## src/mbrd_pkg.sv

```systemverilog
// Shared types, codes and helper functions for the Modbus RTU response deframer.
`default_nettype none

package mbrd_pkg;

  typedef enum logic [2:0] {
    STATUS_OK       = 3'd0,
    STATUS_BAD_LEN  = 3'd1,
    STATUS_BAD_ADDR = 3'd2,
    STATUS_BAD_CRC  = 3'd3,
    STATUS_ABORTED  = 3'd4
  } status_e;

  localparam logic [15:0] CrcInit  = 16'hFFFF;
  localparam logic [15:0] CrcPoly  = 16'hA001;
  localparam logic [7:0]  FcExcBit = 8'h80;
  localparam int unsigned LenW     = 9;

  // Modbus function codes known to the length rules.
  localparam logic [7:0] FcReadCoils      = 8'd1;
  localparam logic [7:0] FcReadDiscrete   = 8'd2;
  localparam logic [7:0] FcReadHolding    = 8'd3;
  localparam logic [7:0] FcReadInput      = 8'd4;
  localparam logic [7:0] FcWriteCoil      = 8'd5;
  localparam logic [7:0] FcWriteReg       = 8'd6;
  localparam logic [7:0] FcReadExcStatus  = 8'd7;
  localparam logic [7:0] FcDiagnostics    = 8'd8;
  localparam logic [7:0] FcCommEventCtr   = 8'd11;
  localparam logic [7:0] FcCommEventLog   = 8'd12;
  localparam logic [7:0] FcWriteCoils     = 8'd15;
  localparam logic [7:0] FcWriteRegs      = 8'd16;
  localparam logic [7:0] FcReportServerId = 8'd17;
  localparam logic [7:0] FcReadFileRec    = 8'd20;
  localparam logic [7:0] FcWriteFileRec   = 8'd21;
  localparam logic [7:0] FcMaskWrite      = 8'd22;
  localparam logic [7:0] FcReadWriteRegs  = 8'd23;
  localparam logic [7:0] FcFifo           = 8'd24;

  // One result item as it leaves the frame logic.
  typedef struct packed {
    logic [7:0] pdu_byte;
    logic       pdu_byte_valid;
    logic       frame_done;
    status_e    frame_status;
    logic [7:0] pdu_length;
  } result_t;

  // Modbus CRC-16, one byte, LSB first.
  function automatic logic [15:0] crc16_byte(input logic [15:0] crc, input logic [7:0] b);
    logic [15:0] c;
    c = crc ^ {8'h00, b};
    for (int i = 0; i < 8; i++) begin
      if (c[0]) begin
        c = (c >> 1) ^ CrcPoly;
      end else begin
        c = c >> 1;
      end
    end
    return c;
  endfunction

  // PDU length from function code and the byte after it; zero means unsupported.
  function automatic logic [LenW-1:0] pdu_len_of(input logic [7:0] fc, input logic [7:0] nxt);
    logic [LenW-1:0] len;
    len = '0;
    if ((fc & FcExcBit) != 8'h00) begin
      len = LenW'(2);
    end else begin
      case (fc) inside
        FcReadCoils, FcReadDiscrete, FcReadHolding, FcReadInput, FcCommEventLog,
        FcReportServerId, FcReadFileRec, FcWriteFileRec, FcReadWriteRegs:
          len = LenW'(2) + {1'b0, nxt};
        FcWriteCoil, FcWriteReg, FcDiagnostics, FcCommEventCtr, FcWriteCoils,
        FcWriteRegs:
          len = LenW'(5);
        FcReadExcStatus:
          len = LenW'(2);
        FcMaskWrite:
          len = LenW'(7);
        default:
          len = '0;
      endcase
    end
    return len;
  endfunction

endpackage

`default_nettype wire

```

## src/mbrd_frame_ctl.sv

```systemverilog
// Frame state and next-result logic of the Modbus RTU response deframer.
`default_nettype none

module mbrd_frame_ctl #(
  parameter int unsigned MAX_FRAME_BYTES = 256
) (
  input  logic                clk_i,
  input  logic                rst_ni,
  input  logic                step_i,
  input  logic [7:0]          rx_byte_i,
  input  logic                restart_i,
  input  logic [7:0]          exp_addr_i,
  output mbrd_pkg::result_t   result_o
);

  localparam int unsigned PosW = $clog2(MAX_FRAME_BYTES + 1);
  localparam logic [16:0] LenLimit = 17'(MAX_FRAME_BYTES - 3);

  logic [PosW-1:0] pos_q, pos_d;
  logic [PosW-1:0] total_q, total_d;
  logic [15:0]     crc_q, crc_d;
  logic [7:0]      fc_q, fc_d;
  logic            addr_ok_q, addr_ok_d;
  logic [7:0]      crc_lo_q, crc_lo_d;

  logic [15:0]     crc_next;
  logic [mbrd_pkg::LenW-1:0] tab_len;
  logic [16:0]     fifo_len;
  logic [PosW:0]   pos_p3, pos_p2;
  logic [15:0]     rx_crc;
  logic [PosW-1:0] fin_len;
  logic            clear;

  assign crc_next = mbrd_pkg::crc16_byte(crc_q, rx_byte_i);
  assign tab_len  = mbrd_pkg::pdu_len_of(fc_q, rx_byte_i);
  assign fifo_len = 17'd3 + {1'b0, crc_lo_q, rx_byte_i};
  assign pos_p3   = {1'b0, pos_q} + (PosW+1)'(3);
  assign pos_p2   = {1'b0, pos_q} + (PosW+1)'(2);
  assign rx_crc   = {rx_byte_i, crc_lo_q};
  assign fin_len  = total_q - PosW'(3);

  always_comb begin
    pos_d     = pos_q;
    total_d   = total_q;
    crc_d     = crc_q;
    fc_d      = fc_q;
    addr_ok_d = addr_ok_q;
    crc_lo_d  = crc_lo_q;
    clear     = 1'b0;
    result_o  = '{pdu_byte: 8'h00, pdu_byte_valid: 1'b0, frame_done: 1'b0,
                  frame_status: mbrd_pkg::STATUS_OK, pdu_length: 8'h00};

    if (restart_i) begin
      clear = 1'b1;
      result_o.frame_done   = 1'b1;
      result_o.frame_status = mbrd_pkg::STATUS_ABORTED;
    end else if (pos_q == '0) begin
      addr_ok_d = (rx_byte_i == exp_addr_i);
      crc_d     = crc_next;
      pos_d     = PosW'(1);
    end else if (pos_q == PosW'(1)) begin
      fc_d  = rx_byte_i;
      crc_d = crc_next;
      pos_d = PosW'(2);
      result_o.pdu_byte       = rx_byte_i;
      result_o.pdu_byte_valid = 1'b1;
    end else if (pos_q == PosW'(2)) begin
      if (fc_q == mbrd_pkg::FcFifo) begin
        // hold the count's high byte until the low byte arrives
        crc_lo_d = rx_byte_i;
        total_d  = '0;
        crc_d    = crc_next;
        pos_d    = PosW'(3);
        result_o.pdu_byte       = rx_byte_i;
        result_o.pdu_byte_valid = 1'b1;
      end else if (tab_len == '0 || 17'(tab_len) > LenLimit) begin
        clear = 1'b1;
        result_o.frame_done   = 1'b1;
        result_o.frame_status = mbrd_pkg::STATUS_BAD_LEN;
      end else begin
        total_d = PosW'(tab_len) + PosW'(3);
        crc_d   = crc_next;
        pos_d   = PosW'(3);
        result_o.pdu_byte       = rx_byte_i;
        result_o.pdu_byte_valid = 1'b1;
      end
    end else if (total_q == '0) begin
      if (fifo_len > LenLimit) begin
        clear = 1'b1;
        result_o.frame_done   = 1'b1;
        result_o.frame_status = mbrd_pkg::STATUS_BAD_LEN;
      end else begin
        total_d  = PosW'(fifo_len) + PosW'(3);
        crc_lo_d = 8'h00;
        crc_d    = crc_next;
        pos_d    = PosW'(4);
        result_o.pdu_byte       = rx_byte_i;
        result_o.pdu_byte_valid = 1'b1;
      end
    end else if (pos_p3 <= {1'b0, total_q}) begin
      crc_d = crc_next;
      pos_d = pos_q + PosW'(1);
      result_o.pdu_byte       = rx_byte_i;
      result_o.pdu_byte_valid = 1'b1;
    end else if (pos_p2 == {1'b0, total_q}) begin
      crc_lo_d = rx_byte_i;
      pos_d    = pos_q + PosW'(1);
    end else begin
      clear = 1'b1;
      result_o.frame_done = 1'b1;
      result_o.pdu_length = 8'(fin_len);
      if (!addr_ok_q) begin
        result_o.frame_status = mbrd_pkg::STATUS_BAD_ADDR;
      end else if (rx_crc != crc_q) begin
        result_o.frame_status = mbrd_pkg::STATUS_BAD_CRC;
      end else begin
        result_o.frame_status = mbrd_pkg::STATUS_OK;
      end
    end

    if (clear) begin
      pos_d     = '0;
      total_d   = '0;
      crc_d     = mbrd_pkg::CrcInit;
      fc_d      = 8'h00;
      addr_ok_d = 1'b0;
      crc_lo_d  = 8'h00;
    end
  end

  always_ff @(posedge clk_i or negedge rst_ni) begin
    if (!rst_ni) begin
      pos_q     <= '0;
      total_q   <= '0;
      crc_q     <= mbrd_pkg::CrcInit;
      fc_q      <= 8'h00;
      addr_ok_q <= 1'b0;
      crc_lo_q  <= 8'h00;
    end else if (step_i) begin
      pos_q     <= pos_d;
      total_q   <= total_d;
      crc_q     <= crc_d;
      fc_q      <= fc_d;
      addr_ok_q <= addr_ok_d;
      crc_lo_q  <= crc_lo_d;
    end
  end

endmodule

`default_nettype wire

```

## src/modbus_rtu_response_deframer_unit.sv

```systemverilog
// Top level of the Modbus RTU response deframer: request registers and config.
//
// Usage: feed one received frame byte per input request (rx_byte_i) with
// restart_i low, or a request with restart_i high when the line timed out.
// Every input request yields exactly one output request. PDU bytes come out
// with pdu_byte_valid_o as they arrive; the request that ends the frame has
// frame_done_o set, frame_status_o (ok, bad length/function, wrong address,
// CRC mismatch, aborted) and pdu_length_o.
// The server address to match is written through cfg_we_i / cfg_wdata_i; write
// it only while no request is in flight (the block does not enforce this).
// The result passes through the input register, then the result register.
// Throughput: one request per cycle while out_ready_i is high; the byte-wide
// CRC-16 update is the longest path between the two registers.
// Reset: frame state returns to idle, the CRC to 0xFFFF, the address to 1,
// and both request registers are emptied.
// Stall: when out_ready_i is low the result holds; the input register takes
// one more request, then in_ready_o drops until the result drains.
`default_nettype none

module modbus_rtu_response_deframer_unit #(
  parameter int unsigned MAX_FRAME_BYTES = 256
) (
  input  logic       clk_i,
  input  logic       rst_ni,
  input  logic       cfg_we_i,
  input  logic [7:0] cfg_wdata_i,
  input  logic       in_valid_i,
  output logic       in_ready_o,
  input  logic [7:0] rx_byte_i,
  input  logic       restart_i,
  output logic       out_valid_o,
  input  logic       out_ready_i,
  output logic [7:0] pdu_byte_o,
  output logic       pdu_byte_valid_o,
  output logic       frame_done_o,
  output logic [2:0] frame_status_o,
  output logic [7:0] pdu_length_o
);

  logic [7:0]        addr_q;
  logic              in_vld_q;
  logic [7:0]        byte_q;
  logic              restart_q;
  logic              out_vld_q;
  mbrd_pkg::result_t res_q;
  mbrd_pkg::result_t res_d;
  logic              out_free;
  logic              step;

  // advance the result register when it is empty or being drained
  assign out_free   = !out_vld_q || out_ready_i;
  assign step       = in_vld_q && out_free;
  assign in_ready_o = !in_vld_q || out_free;

  // configuration register: expected server address
  always_ff @(posedge clk_i or negedge rst_ni) begin
    if (!rst_ni) begin
      addr_q <= 8'd1;
    end else if (cfg_we_i) begin
      addr_q <= cfg_wdata_i;
    end
  end

  // input request register
  always_ff @(posedge clk_i or negedge rst_ni) begin
    if (!rst_ni) begin
      in_vld_q <= 1'b0;
    end else if (in_ready_o) begin
      in_vld_q <= in_valid_i;
    end
  end

  always_ff @(posedge clk_i) begin
    if (in_valid_i && in_ready_o) begin
      byte_q    <= rx_byte_i;
      restart_q <= restart_i;
    end
  end

  mbrd_frame_ctl #(
    .MAX_FRAME_BYTES(MAX_FRAME_BYTES)
  ) u_frame_ctl (
    .clk_i     (clk_i),
    .rst_ni    (rst_ni),
    .step_i    (step),
    .rx_byte_i (byte_q),
    .restart_i (restart_q),
    .exp_addr_i(addr_q),
    .result_o  (res_d)
  );

  // result register: hold while the receiver stalls
  always_ff @(posedge clk_i or negedge rst_ni) begin
    if (!rst_ni) begin
      out_vld_q <= 1'b0;
    end else if (out_free) begin
      out_vld_q <= in_vld_q;
    end
  end

  always_ff @(posedge clk_i) begin
    if (step) begin
      res_q <= res_d;
    end
  end

  assign out_valid_o      = out_vld_q;
  assign pdu_byte_o       = res_q.pdu_byte;
  assign pdu_byte_valid_o = res_q.pdu_byte_valid;
  assign frame_done_o     = res_q.frame_done;
  assign frame_status_o   = res_q.frame_status;
  assign pdu_length_o     = res_q.pdu_length;

endmodule

`default_nettype wire

```

## config.mk

```make
export PLATFORM = sky130hd
export DESIGN_NAME = modbus_rtu_response_deframer_unit
export DESIGN_NICKNAME = d
export VERILOG_FILES = /design/src/mbrd_pkg.sv /design/src/mbrd_frame_ctl.sv /design/src/modbus_rtu_response_deframer_unit.sv
export SDC_FILE = /design/constraint.sdc
export NUM_CORES = 1
export LEC_CHECK = 0
export ABC_AREA = 0
export BUFFER_PORTS_ARGS = -buffer_cell sky130_fd_sc_hd__buf_2
export CAP_MARGIN = 20
export CORE_AREA = 2 2 152 139
export CTS_BUF_LIST = sky130_fd_sc_hd__clkbuf_16
export DETAILED_ROUTE_END_ITERATION = 12
export DIE_AREA = 0 0 154 141
export SLEW_MARGIN = 20
export SYNTH_ARGS = -nofsm -noshare
export SYNTH_HDL_FRONTEND = slang
export SYNTH_HIERARCHICAL = 1
export SYNTH_SLANG_ARGS = --single-unit
```

## constraint.sdc

```tcl
create_clock -name clk_i -period 5 [get_ports clk_i]
set_input_delay 0.25 -clock clk_i [delete_from_list [all_inputs] [get_ports clk_i]]
set_output_delay 0.25 -clock clk_i [all_outputs]
set_load 0.005 [all_outputs]
```

==> reports/qor.yml, run 1 <==
yosysTopAreaCellShare_pct: 17.4
syn_area_sq_um: 6330
ant_nets: 0
rsz0062_at_grt: "false"
grtUsageTotal_pct: 15.3
avgRoutedWirePerCell_um: 17.2
nNetsFinal: 725
drcViolationCount: 0
cp_num_buf_inv: 0
cts_made_buffers: 9
top_layer: "met4"
synth_edf_count: 30
drtPass1Iterations: 4
wirelength_mm: 16.2
placed_cells: 927
fill_cells: 2068
finalHoldViolations: 0
setup_tns_ns: 0
post_cts_buffers: 0
grt_pass1_vias: 4860
htree_num_levels: 3
dr_wl_met3_um: 688
critical_path_required_ns: 5.24
io_pins: 45
ys_types: 73
postSynth.asyncResetShare_pct: 67.0
met1Wirelength_mm: 8.02
layout.area.seq_sq_um: 2450
seq_area_frac_synth_pct: 38.7
instances_no_fill: 943
drive_above_1_share_pct: 16.4
drtIter0Drc: 319
grt_max_degree: 62
fin_crit_ns: 4.52
fin_ws_ns: 0.480
synth_area_leaders: "dfrtp_1 (17%), edfxtp_1 (14%), xnor2_1 (9.3%)"
fin_total_pwr_mw: 3.47
antenna_found_initial: 0
worstPathMaxFanout: 18
cts.hold.buffers_added: 0
syn_to_final_growth_pct: 11.3
max_slew_margin_pct: 41.9
yosys_most_used_dff: "dfrtp_1"
cts.root.buffer_cell: "clkbuf_16"
synth_nets: 700
viasPerCell: 5.29
die_w_um: 154
dieArea_sq_um: 21700
ir_drop_mv: 0.189
worstSetupPathType: "reg2reg"
period_share_pct: 90.4
synth_seq_cells: 91
cp-start-kind: "register"
n_antenna_cell: 0
synth_top_cell_by_area: "dfrtp_1"
vias: 4989
holdWs_ns: 0.0675
wl_met2_mm: 7.23
leakagePower_nw: 2.79
status: "complete, no violations"
crit_family: "compound AO/OA/AOI/OAI gates"
drv_cap: 0
fmax_ghz: 0.221
clk_pin_slew_worst_paths_ns: 0.07
layout_commonest_cell: "xnor2_1"
numClockSinks: 91
fin_skew_ns: 0.00917
cts_buffer_depth: 2
tightest_slew_ns: 0.860
grt_overflow_total: 0
path_cells: "ha_1, nand2_1, o311ai_0, a41oi_1, o311ai_1, a31o_2, o21a_1, mux2_1"
setup-violations-final: 0
initial_utilization_pct: 31.1
yosys_warnings: 6
row_count: 50
post-dp-hpwl_mm: 11.7
cts_tree: "built"
portBuffers: 44
post-place-ws_ns: 0.642
final_cell_mix: "xnor2_1 (67), dfrtp_1 (44), buf_2 (44), nand2_1 (44)"
drv_slew: 0
insertion_delay_ns: 0.35
slowest_stage: "edfxtp_1"
place_congestion: 0.860
hp-class: "in2reg"
arrival_ns: 4.76
dieHeight_um: 141
syn_area_per_cell_sq_um: 9.69
cts.repair.resized: 0
critPathMaxStageDelay_ns: 0.86
p_per_area_nw_per_um2: 493
cp-end-kind: "register"
core-area_sq_um: 20300
multi_input_area_sq_um: 3610
grt_pass1_wl_mm: 26.5
syn_inst: 653
report_power, final:
group          internal [mW]  total, mW  switching (mW)
Sequential             0.989       1.26           0.273
Clock                  0.335      0.624           0.290
Combinational          0.722       1.59           0.863
sequential cells by signal (all words and copies together), names as in the netlist:
signal / flops
addr_q: 8
byte_q: 8
frame_done_o: 1
frame_status_o: 3
in_vld_q: 1
out_valid_o: 1
pdu_byte_o: 8
pdu_byte_valid_o: 1
pdu_length_o: 8
restart_q: 1
u_frame_ctl/addr_ok_q: 1
u_frame_ctl/crc_lo_q: 8
u_frame_ctl/crc_q: 16
u_frame_ctl/fc_q: 8
u_frame_ctl/pos_q: 9
u_frame_ctl/total_q: 9
cell type report:
| cell class | instances | area share (%) |
|---|---|---|
| clock buffers | 9 | 3.20 |
| flip-flops and latches | 91 | 34.8 |
| well taps | 260 | 4.62 |
| inverters | 25 | 1.33 |
| repair buffers | 54 | 4.19 |
| clock inverters | 7 | 0.639 |
| multi-input cells | 497 | 51.3 |
final timing paths:
check,cells past startpoint,slack [ns],end,startpoint
min reg2reg,1,0.48,out_valid_o$_DFFE_PN0P_,in_vld_q$_DFFE_PN0P_
min,1,0.07,byte_q[3]$_DFFE_PP_,rx_byte_i[3]
max in group asynchronous,2,4.39,u_frame_ctl/fc_q[6]$_DFFE_PN0P_,rst_ni
max,8,0.48,u_frame_ctl/total_q[1]$_DFFE_PN0P_,byte_q[2]$_DFFE_PP_
min in group asynchronous,2,0.09,u_frame_ctl/pos_q[8]$_DFFE_PN0P_,rst_ni
max reg2reg,8,0.48,u_frame_ctl/total_q[1]$_DFFE_PN0P_,byte_q[2]$_DFFE_PP_
synthesized netlist by cell type (11+ instances only):
library cell,instances
dfrtp_1,44
nand3_1,15
nand2_1,44
xor2_1,25
nand4_1,11
and2_1,15
clkbuf_1,26
edfxtp_1,30
a21oi_1,33
inv_1,25
a2bb2oi_1,15
nand2b_1,12
mux2_4,14
xnor2_1,67
ha_1,25
nor2_1,33
nor3_1,18
o21ai_0,29
dfstp_2,17
cell families after synthesis:
family / count (synthesis) / synth area share [%]
mux: 21 / 4.45
fa+ha+maj: 26 / 5.10
simple gates: 210 / 18.4
compound gates: 148 / 16.4
flops: 91 / 38.7
buf+inv: 65 / 4.27
xor+xnor: 92 / 12.7
stage by stage:
step	instance area [sq um]	utilization, %
after global routing	7040	34.6
after detailed placement	6770	33.3
final	7040	34.6
after CTS	7040	34.6
after floorplan	6330	-
after global placement	6770	33.3
routing by layer:
metal  up-vias  global-route usage, %
li1       2414                      -
met1      2440                   21.6
met2       109                   23.4
met3        26                   3.47
met4         0                   4.82
met5         -                      0
Power figures use the tool's default switching activity.
==> run 2, diff against run 1 <==
--- a/config.mk
+++ b/config.mk
@@ -6,13 +6,12 @@
 export NUM_CORES = 1
 export LEC_CHECK = 0
 export ABC_AREA = 0
-export BUFFER_PORTS_ARGS = -buffer_cell sky130_fd_sc_hd__buf_2
+export BUFFER_PORTS_ARGS = -buffer_cell sky130_fd_sc_hd__buf_4
 export CAP_MARGIN = 20
 export CORE_AREA = 2 2 152 139
 export CTS_BUF_LIST = sky130_fd_sc_hd__clkbuf_16
 export DETAILED_ROUTE_END_ITERATION = 12
 export DIE_AREA = 0 0 154 141
-export SLEW_MARGIN = 20
 export SYNTH_ARGS = -nofsm -noshare
 export SYNTH_HDL_FRONTEND = slang
 export SYNTH_HIERARCHICAL = 1
==> run 2 against run 1 <==
The flow now finishes with violations (hold timing). Final area rose by 1.9%. Sequential share of layout area shrank 0.64 points. Hold slack worse by 0.083 ns. Global-route usage is essentially flat. Clock skew up 0.0028 ns. Setup slack better by 0.15 ns. Power rose by 2.0%. Combinational power barely moved. Critical path type unchanged. Largest power group unchanged.
==> reports/qor.yml, run 2 (synthesis gave the netlist of run 1 again) <==
instances_no_fill: 942  # was 943
post_cts_buffers: 0  # unchanged
place_area_sq_um: 6880  # was 6770 sq um
critical_path_required_ns: 5.24  # about the same
arrival_ns: 4.61  # was 4.76 ns
n_antenna_cell: 0  # unchanged
drtIter0Drc: 316  # was 319
die_w_um: 154  # unchanged
cts_tree: "built"  # unchanged
grt_pass1_vias: 4938  # was 4860
cts_buffer_depth: 2  # unchanged
nNetsFinal: 724  # was 725
grtUsageTotal_pct: 15.3  # about the same
tightest_slew_ns: 0.842  # was 0.860 ns
antenna_found_initial: 0  # unchanged
r2r-start: "byte_q[2]$_DFFE_PP_"  # unchanged
worstPathMaxFanout: 18  # unchanged
portBuffers: 44  # unchanged
final_cell_mix: "xnor2_1 (67), buf_4 (53), dfrtp_1 (44), nand2_1 (44)"  # was xnor2_1 (67), dfrtp_1 (44), buf_2 (44), nand2_1 (44)
drive_above_1_share_pct: 16.4  # about the same
leakagePower_nw: 2.84  # was 2.79 nW
initial_utilization_pct: 31.1  # unchanged
cp-end-kind: "register"  # unchanged
fin_skew_ns: 0.0119  # was 0.00917 ns
max_slew_margin_pct: 43.9  # was 41.9%
p_per_area_nw_per_um2: 494  # was 493 nW/um^2
grt_pass1_wl_mm: 26.2  # was 26.5 mm
dieHeight_um: 141  # unchanged
io_pins: 45  # unchanged
rsz0062_at_grt: "false"  # unchanged
wirelength_mm: 15.8  # was 16.2 mm
grt_overflow_total: 0  # unchanged
reg.largest.list: "u_frame_ctl/crc_q x16, u_frame_ctl/pos_q x9, u_frame_ctl/total_q x9"  # unchanged
viasPerCell: 5.30  # was 5.29
core-area_sq_um: 20300  # unchanged
drv_cap: 0  # unchanged
clk_pin_slew_worst_paths_ns: 0.07  # about the same
finalHoldViolations: 3  # was 0
avgRoutedWirePerCell_um: 16.8  # was 17.2 um
drv_slew: 0  # unchanged
fin_crit_ns: 4.37  # was 4.52 ns
fin_total_pwr_mw: 3.54  # was 3.47 mW
post-dp-hpwl_mm: 11.7  # about the same
drtPass1Iterations: 4  # unchanged
numClockSinks: 91  # unchanged
place_congestion: 0.887  # was 0.860
status: "complete, but fails checks"  # was complete, no violations
post-place-ws_ns: 0.651  # was 0.642 ns
placed_cells: 926  # was 927
cts_made_buffers: 9  # unchanged
period_share_pct: 87.4  # was 90.4%
ant_nets: 0  # unchanged
holdWs_ns: -0.0154  # was 0.0675 ns
drcViolationCount: 0  # unchanged
vias: 4996  # was 4989
cts.repair.resized: 0  # unchanged
post-route-cell-area_sq_um: 7180  # was 7040 sq um
layout_commonest_cell: "xnor2_1"  # unchanged
htree_num_levels: 3  # unchanged
largest_reg_flops: 16  # unchanged
worstSetupPathType: "reg2reg"  # unchanged
hp-class: "in2async"  # was in2reg
fmax_ghz: 0.229  # was 0.221 GHz
fin_ws_ns: 0.630  # was 0.480 ns
setup-violations-final: 0  # unchanged
ir_drop_mv: 0.201  # was 0.189 mV
violations: "hold timing"
insertion_delay_ns: 0.35  # about the same
regMostFlops: "u_frame_ctl/crc_q"  # unchanged
syn_to_final_growth_pct: 13.4  # was 11.3%
dieArea_sq_um: 21700  # unchanged
cts.hold.buffers_added: 0  # unchanged
row_count: 50  # unchanged
startpoint: "byte_q[2]$_DFFE_PP_"  # unchanged
cp-start-kind: "register"  # unchanged
setup_tns_ns: 0  # unchanged
cts.root.buffer_cell: "clkbuf_16"  # unchanged
grt_max_degree: 62  # unchanged
[run 2: critical path: stages (launching register included)]
cell and delay (ns):
edfxtp_1 0.83, ha_1 0.52, nand2_1 0.09, o311ai_0 0.65, a41oi_1 0.25, o311ai_1 0.65
a31o_2 0.50, o21a_1 0.41, mux2_1 0.35
[run 2: final timing paths]
| check | slack [ns] | to | cells after the start |
|---|---|---|---|
| min in group clk_i | 0.07 | byte_q[3]$_DFFE_PP_ | 1 |
| setup / recovery | 0.63 | u_frame_ctl/total_q[1]$_DFFE_PN0P_ | 8 |
| hold / removal | -0.02 | u_frame_ctl/pos_q[5]$_DFFE_PN0P_ | 1 |
| max in group asynchronous | 4.46 | addr_q[1]$_DFFE_PN0P_ | 1 |
| hold reg to reg | 0.50 | out_valid_o$_DFFE_PN0P_ | 1 |
| setup reg to reg | 0.63 | u_frame_ctl/total_q[1]$_DFFE_PN0P_ | 8 |
[run 2: report_power, final]
part | internal [mW] | total, mW | leakage, nW | switching, mW
Combinational | 0.737 | 1.58 | 1.65 | 0.847
Sequential | 0.989 | 1.26 | 1.04 | 0.273
Clock | 0.392 | 0.696 | 0.152 | 0.304
[run 2: area by class of cell]
| type | count | area [sq um] |
|---|---|---|
| well taps | 260 | 325 |
| inverters | 25 | 93.8 |
| repair buffers | 53 | 398 |
| clock buffers | 9 | 225 |
| fillers | 2086 | 13200 |
| clock inverters | 7 | 73.8 |
| multi-input cells | 497 | 3610 |
| flip-flops and latches | 91 | 2450 |
[run 2: metal layers]
metal,share of wire [%],up-vias,global-route usage (%)
met3,5.0,24,2.92
met4,2.3,0,6.10
li1,-,2411,-
met2,44,145,24.5
met5,0,-,0
met1,48,2416,20.5
[run 2: per-stage QoR]
stage          utilization [%]  hold slack (ns)
2_1_floorplan                -          -0.0456
3_3_place_gp              33.8            0.399
3_5_place_dp              33.8            0.399
4_1_cts                   35.3           0.0179
5_1_grt                   35.3           0.0477
6_report                  35.3          -0.0154
==> run 3, diff against run 2 <==
--- a/config.mk
+++ b/config.mk
@@ -9,7 +9,7 @@
 export BUFFER_PORTS_ARGS = -buffer_cell sky130_fd_sc_hd__buf_4
 export CAP_MARGIN = 20
 export CORE_AREA = 2 2 152 139
-export CTS_BUF_LIST = sky130_fd_sc_hd__clkbuf_16
+export CTS_BUF_LIST = sky130_fd_sc_hd__clkbuf_2 sky130_fd_sc_hd__clkbuf_4 sky130_fd_sc_hd__clkbuf_8
 export DETAILED_ROUTE_END_ITERATION = 12
 export DIE_AREA = 0 0 154 141
 export SYNTH_ARGS = -nofsm -noshare
==> run 3 against run 2 <==
The flow now finishes without violations. Hold slack improved by 0.052 ns. Via count decreased by 0.58%. Flip-flop and latch count stayed put. Power decreased by 5.0%. Sequential power is essentially flat. Final cell count grew 0.11%. Sequential share of layout area up 0.42 points. First-iteration DRC count grew 0.32%. Count of clock-buffer cells in the layout grew 1. Die area stayed put. Global-route usage barely moved.
==> reports/qor.yml, run 3 (synthesis gave the netlist of run 1 again) <==
ant_nets: 0  # unchanged
dieHeight_um: 141  # unchanged
fin_skew_ns: 0.0208  # was 0.0119 ns
fin_total_pwr_mw: 3.37  # was 3.54 mW
fill_cells: 2094  # was 2086
r2r_setup_slack_ns: 0.60  # was 0.63 ns
initial_utilization_pct: 31.1  # unchanged
sw_frac_of_total_pct: 41.5  # was 40.2%
nNetsFinal: 725  # was 724
cts.hold.buffers_added: 1  # was 0
rr_worst_depth: 8  # unchanged
htree_num_levels: 3  # unchanged
place_congestion: 0.887  # unchanged
cts.repair.resized: 0  # unchanged
drv_slew: 0  # unchanged
critPathMaxStageDelay_ns: 0.83  # about the same
fmax_ghz: 0.227  # was 0.229 GHz
leakagePower_nw: 2.80  # was 2.84 nW
grtUsageTotal_pct: 15.3  # about the same
largest_reg_flops: 16  # unchanged
core-area_sq_um: 20300  # unchanged
power_frac_seq_pct: 37.4  # was 35.6%
finalHoldViolations: 0  # was 3
ir_drop_mv: 0.174  # was 0.201 mV
arrival_ns: 4.67  # was 4.61 ns
antenna_found_initial: 0  # unchanged
worstPathMaxFanout: 18  # unchanged
intPower_mw: 1.97  # was 2.12 mW
die_w_um: 154  # unchanged
crit_family: "compound AO/OA/AOI/OAI gates"  # unchanged
tightest_slew_ns: 0.867  # was 0.842 ns
power_frac_comb_pct: 47.0  # was 44.7%
regMostFlops: "u_frame_ctl/crc_q"  # unchanged
syn_to_final_growth_pct: 12.0  # was 13.4%
drive_above_1_share_pct: 16.5  # was 16.4%
cts_buffer_depth: 2  # unchanged
numClockSinks: 91  # unchanged
r2r-start: "byte_q[2]$_DFFE_PP_"  # unchanged
vias: 4967  # was 4996
grt_pass1_vias: 4950  # was 4938
portBuffers: 44  # unchanged
reg.largest.list: "u_frame_ctl/crc_q x16, u_frame_ctl/pos_q x9, u_frame_ctl/total_q x9"  # unchanged
wirelength_mm: 15.8  # about the same
viasPerCell: 5.27  # was 5.30
avgRoutedWirePerCell_um: 16.7  # was 16.8 um
worstSetupPathType: "reg2reg"  # unchanged
p_sw_mw: 1.40  # was 1.42 mW
drv_cap: 0  # unchanged
p_clk_share_pct: 15.6  # was 19.6%
drcViolationCount: 0  # unchanged
hp-class: "in2reg"  # was in2async
cts_tree: "built"  # unchanged
startpoint: "byte_q[2]$_DFFE_PP_"  # unchanged
cp-end-kind: "register"  # unchanged
drtPass1Iterations: 5  # was 4
row_count: 50  # unchanged
grt_overflow_total: 0  # unchanged
drtIter0Drc: 317  # was 316
cp-start-kind: "register"  # unchanged
grt_max_degree: 62  # unchanged
max_slew_margin_pct: 42.2  # was 43.9%
grt_pass1_wl_mm: 26.2  # about the same
critical_path_required_ns: 5.27  # was 5.24 ns
final_cell_mix: "xnor2_1 (67), buf_4 (53), dfrtp_1 (44), nand2_1 (44)"  # unchanged
cts_made_buffers: 9  # unchanged
clk_pin_slew_worst_paths_ns: 0.11  # was 0.07 ns
n_antenna_cell: 0  # unchanged
r2r-end: "u_frame_ctl/total_q[1]$_DFFE_PN0P_"  # unchanged
cp_num_buf_inv: 0  # unchanged
p_per_area_nw_per_um2: 475  # was 494 nW/um^2
dieArea_sq_um: 21700  # unchanged
cts.root.buffer_cell: "clkbuf_8"  # was clkbuf_16
rsz0062_at_grt: "false"  # unchanged
post-dp-hpwl_mm: 11.7  # unchanged
setup-violations-final: 0  # unchanged
fin_crit_ns: 4.40  # was 4.37 ns
post_cts_buffers: 0  # unchanged
io_pins: 45  # unchanged
layout_commonest_cell: "xnor2_1"  # unchanged
path_cells: "ha_1, nand2_1, o311ai_0, a41oi_1, o311ai_1, a31o_2, o21a_1, mux2_1"  # unchanged
cp.depth: 8  # unchanged
setup_tns_ns: 0  # unchanged
crit_end: "u_frame_ctl/total_q[1]$_DFFE_PN0P_"  # unchanged
period_share_pct: 88.0  # was 87.4%
slowest_stage: "edfxtp_1"  # unchanged
status: "complete, no violations"  # was complete, but fails checks
insertion_delay_ns: 0.38  # was 0.35 ns
run 3: cell types whose count changed in the layout (fill, tap and decap cells not counted), sizes merged:
cell         delta
clkbuf          +1
dlygate4sd3     +1
inv             -1
run 3: worst min path at each step:
stage / from / cells after the start / end / slack, ns
2_1_floorplan: rst_ni / 0 / addr_q[1]$_DFFE_PN0P_ / -0.05
3_5_place_dp: rst_ni / 1 / u_frame_ctl/pos_q[7]$_DFFE_PN0P_ / 0.40
3_3_place_gp: rst_ni / 1 / u_frame_ctl/pos_q[3]$_DFFE_PN0P_ / 0.40
4_1_cts: restart_i / 1 / restart_q$_DFFE_PP_ / 0.02
6_report: restart_i / 1 / restart_q$_DFFE_PP_ / 0.04
5_1_grt: restart_i / 1 / restart_q$_DFFE_PP_ / 0.005
run 3: area by class of cell:
| type | instances | area, sq um | share of cell area [%] |
|---|---|---|---|
| Tap cell | 260 | 325 | 4.59 |
| Sequential cell | 91 | 2450 | 34.5 |
| Timing Repair Buffer | 54 | 408 | 5.75 |
| Clock inverter | 6 | 70.1 | 0.989 |
| Multi-Input combinational cell | 497 | 3610 | 50.9 |
| Clock buffer | 10 | 131 | 1.85 |
| Inverter | 25 | 93.8 | 1.32 |
run 3: stage by stage:
step           instances  cell area [sq um]  hold WS [ns]  setup WS, ns  util (%)
6_report             943               7090        0.0368         0.599      34.9
5_1_grt              943               7090       0.00493         0.274      34.9
4_1_cts              943               7090        0.0158         0.611      34.9
3_5_place_dp         926               6880         0.399         0.651      33.8
3_3_place_gp         926               6880         0.399         0.708      33.8
2_1_floorplan        653               6330       -0.0456         0.836         -
run 3: routing by layer:
metal	share of wire, %	wire [um]	GRT usage (%)
met2	45	7080	24.3
met1	49	7760	20.5
met3	3.9	620	2.95
met4	2.0	315	6.20
met5	0	0	0
run 3: power by group through the flow:
stage	Combinational (mW)	Clock, mW	Sequential, mW
2_1_floorplan	1.31	0	1.14
3_3_place_gp	1.56	0	1.27
3_5_place_dp	1.57	0	1.28
4_1_cts	1.58	0.544	1.26
5_1_grt	1.77	0.580	1.30
6_report	1.58	0.524	1.26
